### src/rtl/rrtq_pkg.sv
package rrtq_pkg;

    localparam int MAX_THREADS = 16;
    localparam int TID_W       = $clog2(MAX_THREADS);
    localparam int CNT_W       = $clog2(MAX_THREADS + 1);
    localparam int TYPE_W      = 2;
    localparam int STAT_W      = 2;

    // Request codes
    localparam logic [TYPE_W-1:0] REQ_ADMIT  = 2'd0;
    localparam logic [TYPE_W-1:0] REQ_REMOVE = 2'd1;
    localparam logic [TYPE_W-1:0] REQ_SERVE  = 2'd2;

    // Status codes
    localparam logic [STAT_W-1:0] ST_DONE    = 2'd0;
    localparam logic [STAT_W-1:0] ST_EMPTY   = 2'd1;
    localparam logic [STAT_W-1:0] ST_IGNORED = 2'd2;

    typedef struct packed {
        logic [TYPE_W-1:0] req_type;
        logic [TID_W-1:0]  thread_id;
    } t_req;

    typedef struct packed {
        logic [STAT_W-1:0] status;
        logic              served_valid;
        logic [TID_W-1:0]  served_thread;
        logic [CNT_W-1:0]  queue_length;
    } t_rsp;

endpackage

### src/rtl/round_robin_thread_queue.sv
// Round-robin run queue of thread ids, kept as a circular doubly linked list.
// Request channel (i_req_valid / o_req_ready / i_req): one transaction carries
// req_type (admit, remove, serve next) and thread_id. Response channel
// (o_rsp_valid / i_rsp_ready / o_rsp): exactly one transaction per request,
// with status, the served thread and the queue length after the request.
// The links live in two synchronous memories (next and previous) with a
// registered read; membership bits, head, tail and count are flip-flops.
// A request is taken in the idle state and reads the links at once; the EXEC
// state updates the list registers and the RESP state loads the response.
// An admit to a non-empty queue passes through an extra LINK state between
// EXEC and RESP, since each link memory has a single write port and the admit
// writes two entries in each.
// One request is in flight at a time: the next is taken in the idle state
// that follows the loading of the response register.
// When the receiver stalls, the response is held in the output register and
// the block waits before loading the next one. Reset empties the queue:
// membership, head, tail and count clear; link memories are not cleared.
module round_robin_thread_queue (
    input  logic            i_clk,
    input  logic            i_rst_n,
    input  logic            i_req_valid,
    output logic            o_req_ready,
    input  rrtq_pkg::t_req  i_req,
    output logic            o_rsp_valid,
    input  logic            i_rsp_ready,
    output rrtq_pkg::t_rsp  o_rsp
);

    typedef enum logic [1:0] {S_IDLE, S_EXEC, S_LINK, S_RESP} t_state;

    t_state                                r_state, n_state;
    rrtq_pkg::t_req                        r_req;
    rrtq_pkg::t_rsp                        r_res, n_res;
    rrtq_pkg::t_rsp                        r_rsp;
    logic                                  r_rsp_valid;
    logic [rrtq_pkg::TID_W-1:0]            r_head, n_head;
    logic [rrtq_pkg::TID_W-1:0]            r_tail, n_tail;
    logic [rrtq_pkg::CNT_W-1:0]            r_count, n_count;
    logic [rrtq_pkg::MAX_THREADS-1:0]      r_in_queue, n_in_queue;

    // Link memories
    logic [rrtq_pkg::TID_W-1:0] r_next_mem [rrtq_pkg::MAX_THREADS];
    logic [rrtq_pkg::TID_W-1:0] r_prev_mem [rrtq_pkg::MAX_THREADS];
    logic [rrtq_pkg::TID_W-1:0] r_next_rd, r_prev_rd;
    logic [rrtq_pkg::TID_W-1:0] rd_addr;
    logic                       next_we, prev_we;
    logic [rrtq_pkg::TID_W-1:0] next_wa, next_wd, prev_wa, prev_wd;

    logic [rrtq_pkg::TID_W-1:0] tid;
    logic                       rsp_free;

    assign tid         = r_req.thread_id;
    assign o_req_ready = (r_state == S_IDLE);
    assign o_rsp_valid = r_rsp_valid;
    assign o_rsp       = r_rsp;
    assign rsp_free    = !r_rsp_valid || i_rsp_ready;

    // Read the links of the requested thread, or of the head for serve
    assign rd_addr = (i_req.req_type == rrtq_pkg::REQ_SERVE) ? r_head : i_req.thread_id;

    always_ff @(posedge i_clk) begin
        if (next_we) begin
            r_next_mem[next_wa] <= next_wd;
        end
        if (prev_we) begin
            r_prev_mem[prev_wa] <= prev_wd;
        end
        r_next_rd <= r_next_mem[rd_addr];
        r_prev_rd <= r_prev_mem[rd_addr];
    end

    // Apply the request to the list and build its response
    always_comb begin
        n_state    = r_state;
        n_res      = r_res;
        n_head     = r_head;
        n_tail     = r_tail;
        n_count    = r_count;
        n_in_queue = r_in_queue;
        next_we    = 1'b0;
        prev_we    = 1'b0;
        next_wa    = tid;
        next_wd    = tid;
        prev_wa    = tid;
        prev_wd    = tid;

        unique case (r_state)
            S_IDLE: begin
                if (i_req_valid) begin
                    n_state = S_EXEC;
                end
            end
            S_EXEC: begin
                n_res.status        = rrtq_pkg::ST_IGNORED;
                n_res.served_valid  = 1'b0;
                n_res.served_thread = '0;
                n_state             = S_RESP;
                unique case (r_req.req_type)
                    rrtq_pkg::REQ_ADMIT: begin
                        if (!r_in_queue[tid]) begin
                            n_res.status    = rrtq_pkg::ST_DONE;
                            n_in_queue[tid] = 1'b1;
                            n_count         = r_count + rrtq_pkg::CNT_W'(1);
                            n_tail          = tid;
                            next_we         = 1'b1;
                            prev_we         = 1'b1;
                            if (r_count == '0) begin
                                // Single-entry ring points at itself
                                n_head = tid;
                            end else begin
                                // Hook onto the old tail; close the ring next
                                next_wa = r_tail;
                                prev_wd = r_tail;
                                n_state = S_LINK;
                            end
                        end
                    end
                    rrtq_pkg::REQ_REMOVE: begin
                        if (r_in_queue[tid] && (r_count != '0)) begin
                            n_res.status    = rrtq_pkg::ST_DONE;
                            n_in_queue[tid] = 1'b0;
                            n_count         = r_count - rrtq_pkg::CNT_W'(1);
                            if (r_count == rrtq_pkg::CNT_W'(1)) begin
                                n_head = '0;
                                n_tail = '0;
                            end else begin
                                // Bridge the neighbors over the removed thread
                                next_we = 1'b1;
                                next_wa = r_prev_rd;
                                next_wd = r_next_rd;
                                prev_we = 1'b1;
                                prev_wa = r_next_rd;
                                prev_wd = r_prev_rd;
                                if (tid == r_head) begin
                                    n_head = r_next_rd;
                                end
                                if (tid == r_tail) begin
                                    n_tail = r_prev_rd;
                                end
                            end
                        end
                    end
                    rrtq_pkg::REQ_SERVE: begin
                        if (r_count == '0) begin
                            n_res.status = rrtq_pkg::ST_EMPTY;
                        end else begin
                            // Rotate: head becomes tail, successor becomes head
                            n_res.status        = rrtq_pkg::ST_DONE;
                            n_res.served_valid  = 1'b1;
                            n_res.served_thread = r_head;
                            n_tail              = r_head;
                            n_head              = r_next_rd;
                        end
                    end
                    default: begin
                        n_res.status = rrtq_pkg::ST_IGNORED;
                    end
                endcase
                n_res.queue_length = n_count;
            end
            S_LINK: begin
                // Close the ring between the new tail and the head
                next_we = 1'b1;
                next_wa = tid;
                next_wd = r_head;
                prev_we = 1'b1;
                prev_wa = r_head;
                prev_wd = tid;
                n_state = S_RESP;
            end
            S_RESP: begin
                if (rsp_free) begin
                    n_state = S_IDLE;
                end
            end
            default: begin
                n_state = S_IDLE;
            end
        endcase
    end

    // State, queue registers and response register
    always_ff @(posedge i_clk) begin
        if (!i_rst_n) begin
            r_state     <= S_IDLE;
            r_head      <= '0;
            r_tail      <= '0;
            r_count     <= '0;
            r_in_queue  <= '0;
            r_rsp_valid <= 1'b0;
        end else begin
            r_state    <= n_state;
            r_head     <= n_head;
            r_tail     <= n_tail;
            r_count    <= n_count;
            r_in_queue <= n_in_queue;
            if ((r_state == S_RESP) && rsp_free) begin
                r_rsp_valid <= 1'b1;
            end else if (i_rsp_ready) begin
                r_rsp_valid <= 1'b0;
            end
        end
        if ((r_state == S_IDLE) && i_req_valid) begin
            r_req <= i_req;
        end
        r_res <= n_res;
        if ((r_state == S_RESP) && rsp_free) begin
            r_rsp <= r_res;
        end
    end

endmodule

### config.mk
export PLATFORM = sky130hd
export DESIGN_NAME = round_robin_thread_queue
export DESIGN_NICKNAME = d
export VERILOG_FILES = /design/src/rtl/rrtq_pkg.sv /design/src/rtl/round_robin_thread_queue.sv
export SDC_FILE = /design/constraint.sdc
export NUM_CORES = 1
export LEC_CHECK = 0
export BUFFER_PORTS_ARGS = -buffer_cell sky130_fd_sc_hd__buf_2
export CAP_MARGIN = 10
export CORE_ASPECT_RATIO = 2
export CORE_MARGIN = 10
export CORE_UTILIZATION = 40
export DETAILED_ROUTE_END_ITERATION = 6
export MAX_ROUTING_LAYER = met4
export PLACE_DENSITY = 0.59
export SLEW_MARGIN = 25
export SYNTH_ARGS = -nofsm -noshare
export SYNTH_HDL_FRONTEND = slang
export SYNTH_SLANG_ARGS = --single-unit
### constraint.sdc
create_clock -name i_clk -period 3.57 [get_ports i_clk]
set_input_delay 0.5355 -clock i_clk [delete_from_list [all_inputs] [get_ports i_clk]]
set_output_delay 0.5355 -clock i_clk [all_outputs]
set_load 0.01 [all_outputs]
==> flow_summary.toml, run 1 <==
[run_status]
status = "finished, final reports clean"

[logic_synthesis]
yosysWarnings = 0
synth_common_cells = "edfxtp_1, nand2_1, nor2_1, dfxtp_1, mux4_2"
synth_area_per_cell_um2 = 13.72
yosysUniqueCellTypes = 75
synthFlopType = "edfxtp_1"
async_reset_ff_frac = 0
synth_edf_count = 158
yosysSeqAreaShare = 0.6070
synth.area.top_cells = "edfxtp_1, dfxtp_1, mux4_2, mux2i_1, nand2_1"
yosys.area.top_type_share = 0.5194
syn_nets = 688
syn-instance-count = 666
synth-seq-cells = 198
synth.most_common_cell = "edfxtp_1"
synth_top_area_cell = "edfxtp_1"
netlist_area_um2 = 9135

[worst_setup_path]
critical_path.startpoint_type = "flip-flop"
critPathKind = "flip-flop to flip-flop"
r2r-start = "tid[0]"
r2r_cells = 9
timing.rr.end = "r_next_mem[5][3]"
cp_max_fo = 29
ff2ff_setup_slack_ns = 0.21
endpoint_kind = "flip-flop"
crit_arrival_ns = 3.47
worstPathRequired_ns = 3.68

[clock_network]
cts_buffers = 17
cts_htree_levels = 4
clk_pin_slew_worst_paths_ns = 0.07
cts_tree = "yes"
cts_resized = 0
clock_sinks = 198
clk_latency_ns = 0.45
cts_setup_buffers = 0
ctsHoldBuffers = 0
clk_path_buf_depth = 2
root_buffer = "clkbuf_16"

[power_and_ir_drop]
p_per_area_nw_per_um2 = 664.3
peakVddDrop_uv = 295.4
p_leak_nw = 3.688

[floorplanning]
design.core.area_um2 = 22640
ios = 24
rows = 78
die_h_um = 233.7
start_util = 0.4035
die_x_um = 126.9
die-area_um2 = 29650

[job]
maxCapViolCount = 0

[final_layout]
fin_util = 0.4670
final_area_um2 = 10570
nets = 746
fillCellCount = 2048
syn2layout_area_growth_pct = 15.75
antenna_cells = 0
drive_gt1_frac = 0.2446
finalNonFillerCells = 1016

[placement]
dp_hpwl_um = 18300
dp.cells = 985
portBuffers = 23
gp_congestion = 0.9773
dpl_cell_area_um2 = 9886

[routing]
post_drt_via_cell_ratio = 5.762
drc = 0
vias = 5854
drtPass1Iterations = 5
postRouteAntennaNets = 0
drtIter0Drc = 478
wl_um = 24180
post_drt_wl_per_cell_um = 23.80

[timing]
rsz0062_at_grt = "yes"
max-slew-margin-rel = 0.4776
fin_setup_tns_ns = 0
min_period_over_period = 0.9412
fmax_ghz = 0.2976
setup_viol = 0
final-hold-violation-count = 0
slew_viol_final = 0
worstMarginPinSlew_ns = 0.7672
finClkSkew_ns = 0.01080
period_needed_ns = 3.360

[min_path]
hp-class = "primary input to flip-flop"
worstHoldStart = "i_req[5]"
whs_path_depth = 1
min_to = "r_req[5]"

[grt]
grt_usage = 0.1720
antenna_found_initial = 0
grt_overflow = 0
grt_pass1_vias = 6275
grt_pass1_wl_um = 37100
grt_max_degree = 33
[cells by family (layout without fill, tap and decap cells)]
| group | Yosys count | in the layout | share of synthesized area |
|---|---|---|---|
| buf+inv | 53 | 123 | 0.02520 |
| fa+ha+maj | 12 | 12 | 0.01644 |
| compound gates | 149 | 149 | 0.1182 |
| simple gates | 175 | 175 | 0.09930 |
| flops | 198 | 198 | 0.6070 |
| mux | 71 | 71 | 0.1261 |
| xor+xnor | 8 | 8 | 0.007670 |
[metrics by stage]
| stage | total power (W) | hold slack [ns] | setup slack (ns) |
|---|---|---|---|
| floorplan | 0.004180 | 0.4003 | 0.09139 |
| global placement | 0.004979 | 0.4027 | 0.2306 |
| detailed placement | 0.005010 | 0.4045 | 0.1290 |
| CTS | 0.007067 | 0.2589 | 0.1242 |
| global route | 0.007354 | 0.2557 | -0.01543 |
| finish | 0.007024 | 0.2819 | 0.2098 |
[report_power, final]
part           internal, W  switching [W]
clock              0.00114       0.000916
combinational     0.000645        0.00130
sequential         0.00292       0.000106
[state kept, by name, indices dropped and copies added, names as in the netlist, 4 cells and up, named ones only]
name and flops:
r_count 5, r_res 12, r_head 4, r_next_mem 64
o_rsp 12, r_next_rd 4, r_tail 4, r_prev_mem 64
tid 4, r_prev_rd 4
[how the worst max path moves through the flow]
stage,start,end,cells after the start
2_1_floorplan,tid[2],r_prev_mem[14][0],8
3_3_place_gp,r_count[1],r_next_mem[7][3],11
3_5_place_dp,tid[0],r_prev_mem[5][1],9
4_1_cts,r_count[0],r_prev_mem[2][0],11
5_1_grt,r_count[0],r_prev_mem[11][1],11
6_report,tid[0],r_next_mem[5][3],9
[critical path, cell delays in order, from the launching register on]
cell and delay (ns):
edfxtp_1 0.37, buf_12 0.21, mux2_2 0.37, o2bb2ai_1 0.30, o32ai_4 0.17, buf_4 0.20
a32o_1 0.25, or3_4 0.37, nor4_4 0.38, nor2b_1 0.39
[metal layers]
layer | vias to the layer above | track usage | share of wire
met2 | 127 | 0.3326 | 0.60
met1 | 2944 | 0.1462 | 0.32
met5 | - | - | 0
li1 | 2716 | - | -
met4 | 0 | 0.1051 | 0.057
met3 | 67 | 0.03043 | 0.022
[final cells by class]
cell class	instances	area [um^2]	area share
Clock buffer	17	425.4	0.04023
Timing Repair Buffer	77	545.5	0.05159
Inverter	15	56.30	0.005325
Multi-Input combinational cell	415	3446	0.3259
Sequential cell	198	5545	0.5244
Clock inverter	14	205.2	0.01941
Tap cell	280	350.3	0.03313
[layout by cell type, fill, tap and decap left out, types with 5 or more instances in the layout]
cell / synthesis / layout
ha_1: 12 / 12
mux2_2: 5 / 5
inv_8: 0 / 6
a311oi_1: 9 / 9
nand2_1: 44 / 44
buf_4: 2 / 52
a22oi_1: 5 / 5
o21bai_1: 9 / 9
xor2_1: 8 / 8
dfxtp_1: 40 / 40
edfxtp_1: 158 / 158
o311a_1: 6 / 6
and3_1: 9 / 9
o2111ai_1: 6 / 5
nand3_1: 7 / 7
clkbuf_16: 0 / 17
a211oi_1: 11 / 11
a21oi_1: 32 / 32
nor2_1: 44 / 35
nor3_1: 11 / 11
and2_1: 10 / 10
mux2i_1: 27 / 24
mux4_2: 34 / 34
nor2_2: 0 / 9
buf_2: 4 / 23
o21ai_0: 22 / 22
nor2b_1: 23 / 22
inv_1: 14 / 14
No activity file was read; power rests on OpenSTA's default activity.
==> inputs of run 2 (changes only) <==
==> constraint.sdc (replaced) <==
create_clock -name i_clk -period 3.57 [get_ports i_clk]
set_input_delay 0.1785 -clock i_clk [delete_from_list [all_inputs] [get_ports i_clk]]
set_output_delay 0.1785 -clock i_clk [all_outputs]
set_load 0.01 [all_outputs]
==> run 2 against run 1 <==
  * Critical path type unchanged
  * Final cell count barely moved
  * Register-to-register slack lost 0.07 ns
  * Count of clock-buffer cells in the layout rose by 3
==> flow_summary.toml, run 2 (synthesized netlist as in run 1, its figures left out) <==
[run_status]
status = "finished, final reports clean"

[grt]
antenna_found_initial = 0
grt_pass1_wl_um = 36140
grt_max_degree = 33
grt_usage = 0.1684
grt_pass1_vias = 6161
grt_overflow = 0

[floorplanning]
design.core.area_um2 = 22640
rows = 78
die_x_um = 126.9
die_h_um = 233.7
start_util = 0.4035
ios = 24
die-area_um2 = 29650

[power_and_ir_drop]
p_leak_nw = 3.634
p_per_area_nw_per_um2 = 646.1
p_total_w = 0.006801
peakVddDrop_uv = 378.1

[final_layout]
drive_gt1_frac = 0.2388
reg_top3 = "r_next_mem: 64 flops, r_prev_mem: 64 flops"
final_common_cell = "edfxtp_1"
layout_common_cells = "edfxtp_1, buf_4, nand2_1, dfxtp_1, mux4_2"
syn2layout_area_growth_pct = 15.23
antenna_cells = 0
nets = 748

[worst_setup_path]
endpoint_kind = "flip-flop"
r2r-start = "r_count[0]"
cp-startpoint = "r_count[0]"
critical_path.startpoint_type = "flip-flop"
crit_end = "r_prev_mem[5][1]"
worstPathRequired_ns = 3.71
critPathKind = "flip-flop to flip-flop"
crit_arrival_ns = 3.57
cp_max_fo = 12
r2r_cells = 10
timing.rr.end = "r_prev_mem[5][1]"
ff2ff_setup_slack_ns = 0.14

[clock_network]
clock_sinks = 198
cts_buffers = 17
clk_latency_ns = 0.45
clk_pin_slew_worst_paths_ns = 0.07
root_buffer = "clkbuf_16"
cts_tree = "yes"
clk_path_buf_depth = 2
cts_htree_levels = 4
cts_setup_buffers = 0

[timing]
setup_viol = 0
slew_viol_final = 0
rsz0062_at_grt = "yes"
fmax_ghz = 0.2917
final-hold-violation-count = 0
max-slew-margin-rel = 0.3534
min_period_over_period = 0.9604
worstMarginPinSlew_ns = 0.9495
period_needed_ns = 3.429
finClkSkew_ns = 0.01021
setup_slack_ns = 0.1414

[placement]
portBuffers = 23
dp_hpwl_um = 17830
gp_congestion = 0.9908
place_ws_ns = 0.03311

[routing]
post_drt_wl_per_cell_um = 23.46
postRouteAntennaNets = 0
vias = 5853
drtIter0Drc = 487
post_drt_via_cell_ratio = 5.755
drtPass1Iterations = 5
drc = 0
wl_um = 23860

[min_path]
hp-class = "primary input to flip-flop"

[job]
maxCapViolCount = 0
## run 2: cell count changes in the layout (fill, tap and decap cells not counted), sizes merged
cell | before | now
inv | 23 | 16
dlygate4sd3 | 0 | 6
buf | 77 | 73
clkinv | 3 | 7
clkbuf | 17 | 20
bufinv | 3 | 2
## run 2: area by class of cell
cell class / instances / area, um^2
flip-flops and latches: 198 / 5545
multi-input cells: 415 / 3455
fillers: 2042 / 12120
well taps: 280 / 350.3
clock inverters: 10 / 107.6
clock buffers: 20 / 436.7
inverters: 15 / 56.30
repair buffers: 79 / 575.6
## run 2: worst max-delay path: stages, from the launching register on
cell and delay, ns:
dfxtp_1 0.49, inv_1 0.11, ha_1 0.23, nor2_1 0.28, o211ai_1 0.15, o32ai_2 0.29, buf_4 0.25, mux2_2 0.37
a31oi_1 0.27, o2111ai_2 0.35, nor2_2 0.33
## run 2: metal layers
layer,track usage,share of wire,vias up
met5,-,0,-
met4,0.1179,0.066,0
met3,0.02952,0.026,73
met2,0.3138,0.58,129
met1,0.1478,0.33,2921
li1,-,-,2730
## run 2: how the worst min path moves through the flow
stage,from,to,slack (ns),cells after the start
final,i_rsp_ready,o_rsp_valid,0.05,4
after global routing,i_rsp_ready,o_rsp_valid,0.06,4
after CTS,i_rsp_ready,o_rsp_valid,0.02,4
after detailed placement,i_req[5],r_req[5],0.37,1
after global placement,i_req[5],r_req[5],0.37,1
after floorplan,i_req[4],r_req[4],0.28,0
## run 2: report_power, final
| part | switching, W | total (W) | internal (W) | leakage [nW] |
|---|---|---|---|---|
| Sequential | 0.000109 | 0.00303 | 0.00292 | 1.76 |
| Combinational | 0.00130 | 0.00193 | 0.000634 | 1.61 |
| Clock | 0.000821 | 0.00184 | 0.00102 | 0.267 |
## run 2: what timing repair did
action | 4_1_cts | 5_1_grt
hold endpoints to repair | 6 | 0
setup endpoints to repair | 0 | 64
hold buffers | 6 | 0
resized for setup | 0 | 17
## run 2: stage by stage
step	utilization	cell area, um^2	hold slack [ns]	instances	setup TNS, ns
after floorplan	-	9135	0.2774	666	0
after global placement	0.4355	9859	0.3736	981	0
after detailed placement	0.4355	9859	0.3737	981	0
after CTS	0.4621	10460	0.02432	1017	0
after global routing	0.4649	10530	0.06463	1017	-0.8632
final	0.4649	10530	0.05432	1017	0
